===== config.mk =====
export PLATFORM = sky130hd
export DESIGN_NAME = sgi_queue
export DESIGN_NICKNAME = d
export VERILOG_FILES = /design/src/rtl/sgi_pkg.sv /design/src/rtl/sgi_queue.sv
export SDC_FILE = /design/constraint.sdc
export NUM_CORES = 1
export LEC_CHECK = 0
export ABC_CLOCK_PERIOD_IN_PS = 19400
export BUFFER_PORTS_ARGS = -buffer_cell sky130_fd_sc_hd__buf_2
export CAP_MARGIN = 20
export CORE_ASPECT_RATIO = 0.9
export CORE_MARGIN = 1
export CORE_UTILIZATION = 50
export DETAILED_ROUTE_END_ITERATION = 7
export GPL_ROUTABILITY_DRIVEN = 0
export PLACE_DENSITY_LB_ADDON = 0.05
export SLEW_MARGIN = 20
export SYNTH_ARGS = -nofsm -noshare
export SYNTH_HDL_FRONTEND = slang
export SYNTH_SLANG_ARGS = --single-unit

===== constraint.sdc =====
create_clock -name clk -period 19.4 [get_ports clk]
set_input_delay 2.91 -clock clk [delete_from_list [all_inputs] [get_ports clk]]
set_output_delay 2.91 -clock clk [all_outputs]
set_load 0.05 [all_outputs]

===== src/rtl/sgi_pkg.sv =====
// Shared types and constants for the segment intersection block.
// Depends on nothing; every other file of the block imports it.
`default_nettype none

package sgi_pkg;

  // Fixed widths that follow from the 16-bit coordinate fields.
  localparam int IN_W   = 16;  // coordinate field
  localparam int DIFF_W = 17;  // difference of two coordinates
  localparam int PROD_W = 33;  // difference times coordinate
  localparam int LC_W   = 34;  // line constant, determinant terms
  localparam int DET_W  = 35;  // determinant
  localparam int LO_W   = 17;  // low split of a line constant, integer part of a crossing
  localparam int PP_W   = 35;  // partial product of the split multiplication
  localparam int NUM_W  = 52;  // Cramer numerator
  localparam int OUT_W  = 24;  // fixed-point result fields

  localparam int COORD_WIDTH_DEF = 16;
  localparam int FRAC_BITS_DEF   = 8;
  localparam int QUEUE_DEPTH     = 4;

  typedef enum logic [1:0] {
    ST_FOUND    = 2'd0,
    ST_PARALLEL = 2'd1,
    ST_OUTSIDE  = 2'd2
  } status_t;

  typedef struct packed {
    logic signed [IN_W-1:0] lo;
    logic signed [IN_W-1:0] hi;
  } range_t;

  typedef struct packed {
    range_t ax;
    range_t ay;
    range_t bx;
    range_t by;
  } bounds_t;

  // One classified request handed from the front to the back.
  typedef struct packed {
    logic             par;
    logic             xneg;
    logic             yneg;
    logic [NUM_W-1:0] xabs;
    logic [NUM_W-1:0] yabs;
    logic [DET_W-1:0] det;
    bounds_t          bnd;
  } sgi_item_t;

endpackage

`default_nettype wire


===== src/rtl/sgi_queue.sv =====
// Short queue between the front and the back of the intersection block.
// Depends on sgi_pkg.
`default_nettype none

module sgi_queue (
  input  logic               clk,
  input  logic               rst,
  input  logic               push,
  input  sgi_pkg::sgi_item_t push_item,
  output logic               full,
  output logic               pop_vld,
  output sgi_pkg::sgi_item_t pop_item
);
  import sgi_pkg::*;

  localparam int PTR_W = $clog2(QUEUE_DEPTH);
  localparam int CNT_W = $clog2(QUEUE_DEPTH + 1);

  sgi_item_t        mem [QUEUE_DEPTH];
  logic [PTR_W-1:0] wr_ptr, rd_ptr;
  logic [CNT_W-1:0] count, count_next;
  logic             pop;

  // The back takes a request in every cycle that one is waiting.
  assign pop  = (count != '0);
  assign full = (count == CNT_W'(QUEUE_DEPTH));

  always_comb begin
    count_next = count;
    if (push && !pop) begin
      count_next = count + CNT_W'(1);
    end else if (!push && pop) begin
      count_next = count - CNT_W'(1);
    end
  end

  // Pointers and fill count.
  always_ff @(posedge clk) begin
    if (rst) begin
      wr_ptr  <= '0;
      rd_ptr  <= '0;
      count   <= '0;
      pop_vld <= 1'b0;
    end else begin
      count   <= count_next;
      pop_vld <= pop;
      if (push) begin
        wr_ptr <= wr_ptr + PTR_W'(1);
      end
      if (pop) begin
        rd_ptr <= rd_ptr + PTR_W'(1);
      end
    end
  end

  // Storage with a registered read.
  always_ff @(posedge clk) begin
    if (push) begin
      mem[wr_ptr] <= push_item;
    end
    pop_item <= mem[rd_ptr];
  end

endmodule

`default_nettype wire


==> results of run 1 <==
-- metal layers --
metal  wire [µm]  share of wire [%]  global-route usage, %  up-vias
met5         266               0.31                      0        -
met4        2490                2.9                   7.00       46
met3        6270                7.2                   6.66      196
met2       45500                 52                   33.2      513
met1       32400                 37                   22.5    10000
li1            -                  -                      -     8500
-- critical path: stages --
cell and delay [ns]:
buf_2 0.16, and2_4 0.77, buf_4 0.83, buf_4 0.73
-- registers in the layout, summed over array words and instances (netlist names) --
register  flops
mem        1080
pop_item    270
rd_ptr        2
pop_vld       1
count         3
wr_ptr        2
-- report_power, final --
part           internal (mW)  total, mW  switching, mW
Combinational          0.607       2.06           1.45
Clock                   1.41       2.41           1.00
Sequential              3.52       3.65          0.133
Total                   5.54       8.12           2.59
-- final cells by class --
cell class / count / area, µm² / area share (%)
sequential: 1358 / 38000 / 71.9
inverter: 2 / 7.51 / 0.0142
multi-input combinational: 303 / 6330 / 12.0
clock buffer: 197 / 3840 / 7.27
clock inverter: 43 / 290 / 0.549
timing repair buffer: 568 / 2930 / 5.54
antenna: 8 / 20.0 / 0.0379
tap: 1155 / 1450 / 2.73
-- worst max-delay path by stage --
stage                       end  slack [ns]
floorplan             mem[0][0]        9.73
global placement    mem[1][105]       13.30
detailed placement  mem[0][105]       13.31
CTS                 mem[0][152]       14.05
global route         mem[0][93]       13.92
finish              mem[0][131]       14.09
-- cells by family after synthesis --
family,count (synthesis),synth area share (%)
buffers and inverters,64,0.854
and+or+nand+nor,16,0.185
muxes,272,13.7
xor gates and xnor gates,5,0.0980
adders and majority gates,5,0.140
DFF,1358,85.0
AOI/OAI and AO/OA,5,0.0672
-- synth_stat cells --
master,n
buf_1,1
nor3_1,1
nor2_1,7
ha_1,5
o31ai_1,1
xor2_1,4
buf_2,35
a21oi_1,1
or3_1,2
dfxtp_1,278
xnor2_1,1
buf_4,6
o21ai_0,2
edfxtp_1,1080
mux4_2,270
clkbuf_1,10
nor2b_1,1
mux2i_1,1
buf_6,10
and2_1,4
inv_1,2
a21o_1,1
nor3b_1,1
mux2_4,1
==> summary.md, run 1 <==
| Metric | Value |
|---|---|
| Pwr Total | `roughly 8.1 mW` |
| Worst-Margin Slew | `about 1.1 ns` |
| Clock sinks | `roughly 1.4k` |
| GRT overflow | `0` |
| Nets | `2,645` |
| DRT iter0 DRCs | `1,031` |
| Hold Crit Start | `mem[1][196]` |
| Finished Layout Cells | `3,634` |
| Most frequent cells in the layout | `1,080 x edfxtp_1, 544 x buf_2, 276 x dfxtp_1` |
| Crit Path Category | `input port to flop` |
| Maximum fanout along the worst path | `58` |
| Tmin final | `~5.3 ns` |
| DRT antenna net count | `0` |
| Total number of vias | `19.3k` |
| DRT Wirelength | `87.0 mm` |
| Area after DPL | `just under 50,000 µm²` |
| Final Hold Vio Count | `0` |
| Yosys top cell by area | `edfxtp_1` |
| Worst setup margin | `between 10 and 15 ns` |
| Design area | `~53,000 µm²` |
| Endpoints failing setup | `0` |
| Cells on Worst Hold Path | `1` |
| Vias in the first global route | `about 20k` |
| Top cells by area, synth | `edfxtp_1 73%, mux4_2 14%, dfxtp_1 12%` |
| Crit path capture type | `flop` |
| Layout cell share with drive strength beyond 1 | `41.6%` |
| Commonest non-fill, non-tap cell in the layout | `edfxtp_1` |
| Setup repair after global routing missed its margin | `no` |
| Finished Core Util | `between 50 and 60%` |
| Post-place setup slack | `around 13 ns` |
| Clock transition at the registers of the reported paths | `roughly 0.060 ns` |
| Syn avg cell area | `approximately 26 µm²` |
| Die ar. | `around 90,000 µm²` |
| TritonCTS buffer count | `between 100 and 150` |
| HPWL after DPL | `about 52 mm` |
| Final Hold Slack | `approximately 0.54 ns` |
| Cells after DPL | `3,386` |
| WHS Endpoint | `pop_item[196]` |
| VDD IR max | `0.0993 mV` |
| Initial Util | `just over 50%` |
| Status | `finished, final reports clean` |
| P&R area growth vs syn | `18.3%` |
| Global-route usage over all layers | `between 10% and 20%` |
| WL per Instance | `between 20 and 25 µm` |
| H-Tree Level Count | `4` |
| RR Endpoint | `pop_item[85]` |
| Residual DRC | `0` |
| Reg2reg path depth | `4` |
| Largest net degree at the start of global routing | `approximately 140` |
| Routed vias/inst | `between 5 and 6` |
| Rows | `103` |
| CTS root buf | `clkbuf_16` |
| DIE WIDTH | `roughly 320 µm` |
| Final period util | `between 20% and 30%` |
| Max cap viols | `0` |
| CP Data Required Time | `19.71 ns` |
| Router iterations before antenna repair | `5` |
| TritonCTS clock tree | `built` |
| Syn. warnings | `0` |
| Max-slew violations | `0` |
| Pwr/cell area | `about 150 nW/µm²` |
| Post-CTS Setup Repair Bufs | `0` |
| Core footprint | `88,100 µm²` |
| Register area share after synthesis | `85.0%` |
| Worst Setup Start Kind | `input port` |
| Worst EP arrival | `5.62 ns` |
| Slew headroom | `roughly 29%` |
| Worst min-delay path class | `flop to flop` |
| Clock skew | `approximately 0.027 ns` |
| Initial antenna violation count | `45` |
| Cts hold-fix bufs | `0` |
| Fillers | `roughly 6.4k` |
| Reg2reg start | `rd_ptr[0]` |
| Cell Area, Synth | `around 45,000 µm²` |
| Resized Gates After CTS | `0` |
| Synthesized flop and latch total | `1,358` |
| # IOs | `approximately 550` |
| Setup TNS | `0 ns` |
| Cells after Synth | `between 1.5k and 2k` |
| Distinct cells, synth | `24` |
| Reg-to-reg slack, setup | `about 15 ns` |
| DIE HEIGHT | `286 µm` |
| IO Port Bufs | `about 540` |
| LEAKAGE | `between 15 and 20 nW` |
| Max Root-Sink Buffers | `3` |
| Worst-skew pair later-pin latency | `about 0.69 ns` |
| Yosys top cell area share | `72.5%` |
| Syn Nets | `about 2k` |
| First-pass GRT wire length | `between 100 and 150 mm` |
| FMAX | `approximately 190 MHz` |
| Crit path launch | `push` |
No activity file was read; power rests on OpenSTA's default activity.
==> inputs of run 2 (changes only) <==
Settings changed: ABC_CLOCK_PERIOD_IN_PS 19400 to 5300.
Clock period 19.4 ns to 5.3 ns, I/O delays scaled along.
==> run 2 against run 1 <==
  * Worst setup slack worse by 11 ns
  * Clock power rose to 3.8 times the previous value
  * Global-route usage grew 0.13 points
  * Utilization is 0.37 points higher
  * Critical path depth fell by 2
  * Final area grew 0.61%
  * Combinational power grew to 3.6 times the previous value
  * Total power rose to 3.7 times the previous value
  * Worst hold slack got worse by 0.25 ns
  * Via count barely moved
  * Critical path type is now flop to output port
==> summary.md, run 2 (synthesized netlist as in run 1, its figures left out) <==
| Metric | Value |
|---|---|
| Status | `finished, final reports clean` |
| Clock sinks | `approximately 1.4k` |
| Maximum fanout along the worst path | `7` |
| GRT overflow | `0` |
| H-Tree Level Count | `4` |
| Storage cell area | `~38,000 µm²` |
| P&R area growth vs syn | `19.0%` |
| DRT antenna net count | `0` |
| Most frequent cells in the layout | `1,080 x edfxtp_1, 544 x buf_2, 276 x dfxtp_1` |
| Crit-path slowest cell | `dfxtp_1` |
| Vias in the first global route | `around 20k` |
| RR Endpoint | `mem[0][134]` |
| Family with the most delay on the worst path | `flip-flops` |
| CP Data Required Time | `~4.5 ns` |
| DIE HEIGHT | `around 290 µm` |
| Endpoints failing setup | `0` |
| Cts hold-fix bufs | `0` |
| VDD IR max | `about 0.40 mV` |
| Finished Layout Cells | `~3.6k` |
| Resized Gates After CTS | `0` |
| Layout cell share with drive strength beyond 1 | `a little over two fifths` |
| Total number of vias | `around 19k` |
| Largest net degree at the start of global routing | `113` |
| Post-CTS Setup Repair Bufs | `0` |
| Register name with the most flops | `mem` |
| Worst EP arrival | `approximately 1.7 ns` |
| Biggest regs | `mem x1080, pop_item x270, count x3` |
| Finished Core Util | `60.4%` |
| Max-slew violations | `0` |
| Reg2reg path depth | `4` |
| TritonCTS clock tree | `built` |
| FMAX | `roughly 400 MHz` |
| DIE WIDTH | `roughly 320 µm` |
| Post-place setup slack | `between 2 and 3 ns` |
| Top Layer Used | `met5` |
| Clock transition at the registers of the reported paths | `0.06 ns` |
| Fillers | `6,337` |
| Die ar. | `between 90,000 and 100,000 µm²` |
| Final period util | `between 40% and 50%` |
| Worst setup margin | `2.81 ns` |
| Routed vias/inst | `roughly 5.3` |
| Initial Util | `roughly half` |
| Worst-Margin Slew | `around 0.99 ns` |
| Router iterations before antenna repair | `4` |
| Critical Path Max Stage Delay | `about 0.37 ns` |
| WP buf/inv | `1` |
| Hold Crit Start | `push_item[69]` |
| Residual DRC | `0` |
| Commonest non-fill, non-tap cell in the layout | `edfxtp_1` |
| Worst Setup Start Kind | `flop` |
| LEAKAGE | `18.3 nW` |
| HPWL after DPL | `52.3 mm` |
| Area of the multi-input gates | `6330 µm²` |
| # IOs | `545` |
| Worst-skew pair later-pin latency | `about 0.7 ns` |
| Crit path cell chain | `nor3b_1, buf_2` |
| Reg-to-reg slack, setup | `2.93 ns` |
| DRT Wirelength | `approximately 87 mm` |
| IO Port Bufs | `roughly 540` |
| Met1 WL | `33.4 mm` |
| WL per Instance | `roughly 24 µm` |
| Pwr/cell area | `564 nW/µm²` |
| Setup repair after global routing missed its margin | `no` |
| Cells after DPL | `between 3k and 4k` |
| Crit path capture type | `output port` |
| CTS root buf | `clkbuf_16` |
| Reg2reg start | `wr_ptr[0]` |
| Crit Path Category | `flop to output port` |
| Global-route usage over all layers | `~19%` |
| Rows | `between 100 and 150` |
| Max Root-Sink Buffers | `3` |
| Clock skew | `approximately 0.025 ns` |
| Routed met3 length | `5.71 mm` |
| Max cap viols | `0` |
| Nets | `about 2.6k` |
| Cells on Worst Hold Path | `1` |
| Initial antenna violation count | `40` |
| DRT iter0 DRCs | `1,023` |
| First-pass GRT wire length | `127 mm` |
| Setup TNS | `0 ns` |
| Largest register FFs | `1,080` |
| Core footprint | `roughly 88,000 µm²` |
| Slew headroom | `about 34%` |
| Tmin final | `2.49 ns` |
| DR WL met2 | `between 40 and 50 mm` |
| Worst min-delay path class | `input port to flop` |
| TritonCTS buffer count | `134` |
| WHS Endpoint | `mem[3][69]` |
| Final Hold Vio Count | `0` |
## run 2: cell count changes in the layout (fill, tap and decap cells not counted), moves of 2 or more
cell and delta:
buf_12 +14, buf_4 -10, bufinv_16 +5, clkbuf_1 -5
clkbuf_8 -12, clkinv_1 +8, clkinv_2 -2, clkinv_8 +4
clkinvlp_4 +2, diode_2 +5, inv_6 +2
## run 2: how the worst max path moves through the flow
stage / start / to / slack (ns) / cells past startpoint
2_1_floorplan: push / mem[1][0] / 0.77 / 1
3_3_place_gp: push / mem[0][219] / 2.49 / 3
3_5_place_dp: push / mem[0][219] / 2.52 / 3
4_1_cts: count[0] / full / 2.76 / 2
5_1_grt: count[0] / full / 2.75 / 2
6_report: count[0] / full / 2.81 / 2
## run 2: final cells by class
type                            count  share of cell area, %
Clock inverter                     63                   1.07
Multi-Input combinational cell    303                   11.9
Inverter                            2                 0.0141
Timing Repair Buffer              571                   5.87
Antenna cell                       13                 0.0611
Clock buffer                      181                   6.93
Tap cell                         1155                   2.72
Sequential cell                  1358                   71.4
## run 2: power breakdown
part | internal, mW | switching (mW)
Sequential | 12.9 | 0.608
Clock | 5.29 | 3.78
Combinational | 2.26 | 5.18
Total | 20.4 | 9.57
## run 2: metrics by stage
step | hold WS [ns] | cell area (µm²) | total power, mW
2_1_floorplan | 0.502 | 44700 | 19.3
3_3_place_gp | 0.517 | 48900 | 21.3
3_5_place_dp | 0.540 | 48900 | 21.3
4_1_cts | 0.225 | 53200 | 30.4
5_1_grt | 0.241 | 53200 | 31.1
6_report | 0.287 | 53200 | 30.0
## run 2: worst reg2reg max path, stage by stage, from the launching register on
cell and delay, ns:
dfxtp_1 0.35, inv_1 0.11, ha_1 0.15, and2_4 0.76
buf_12 0.53
## run 2: metal layers
metal	global-route usage [%]	vias up
li1	-	8512
met5	0	-
met4	6.45	38
met1	23.6	10000
met3	6.00	189
met2	33.2	506
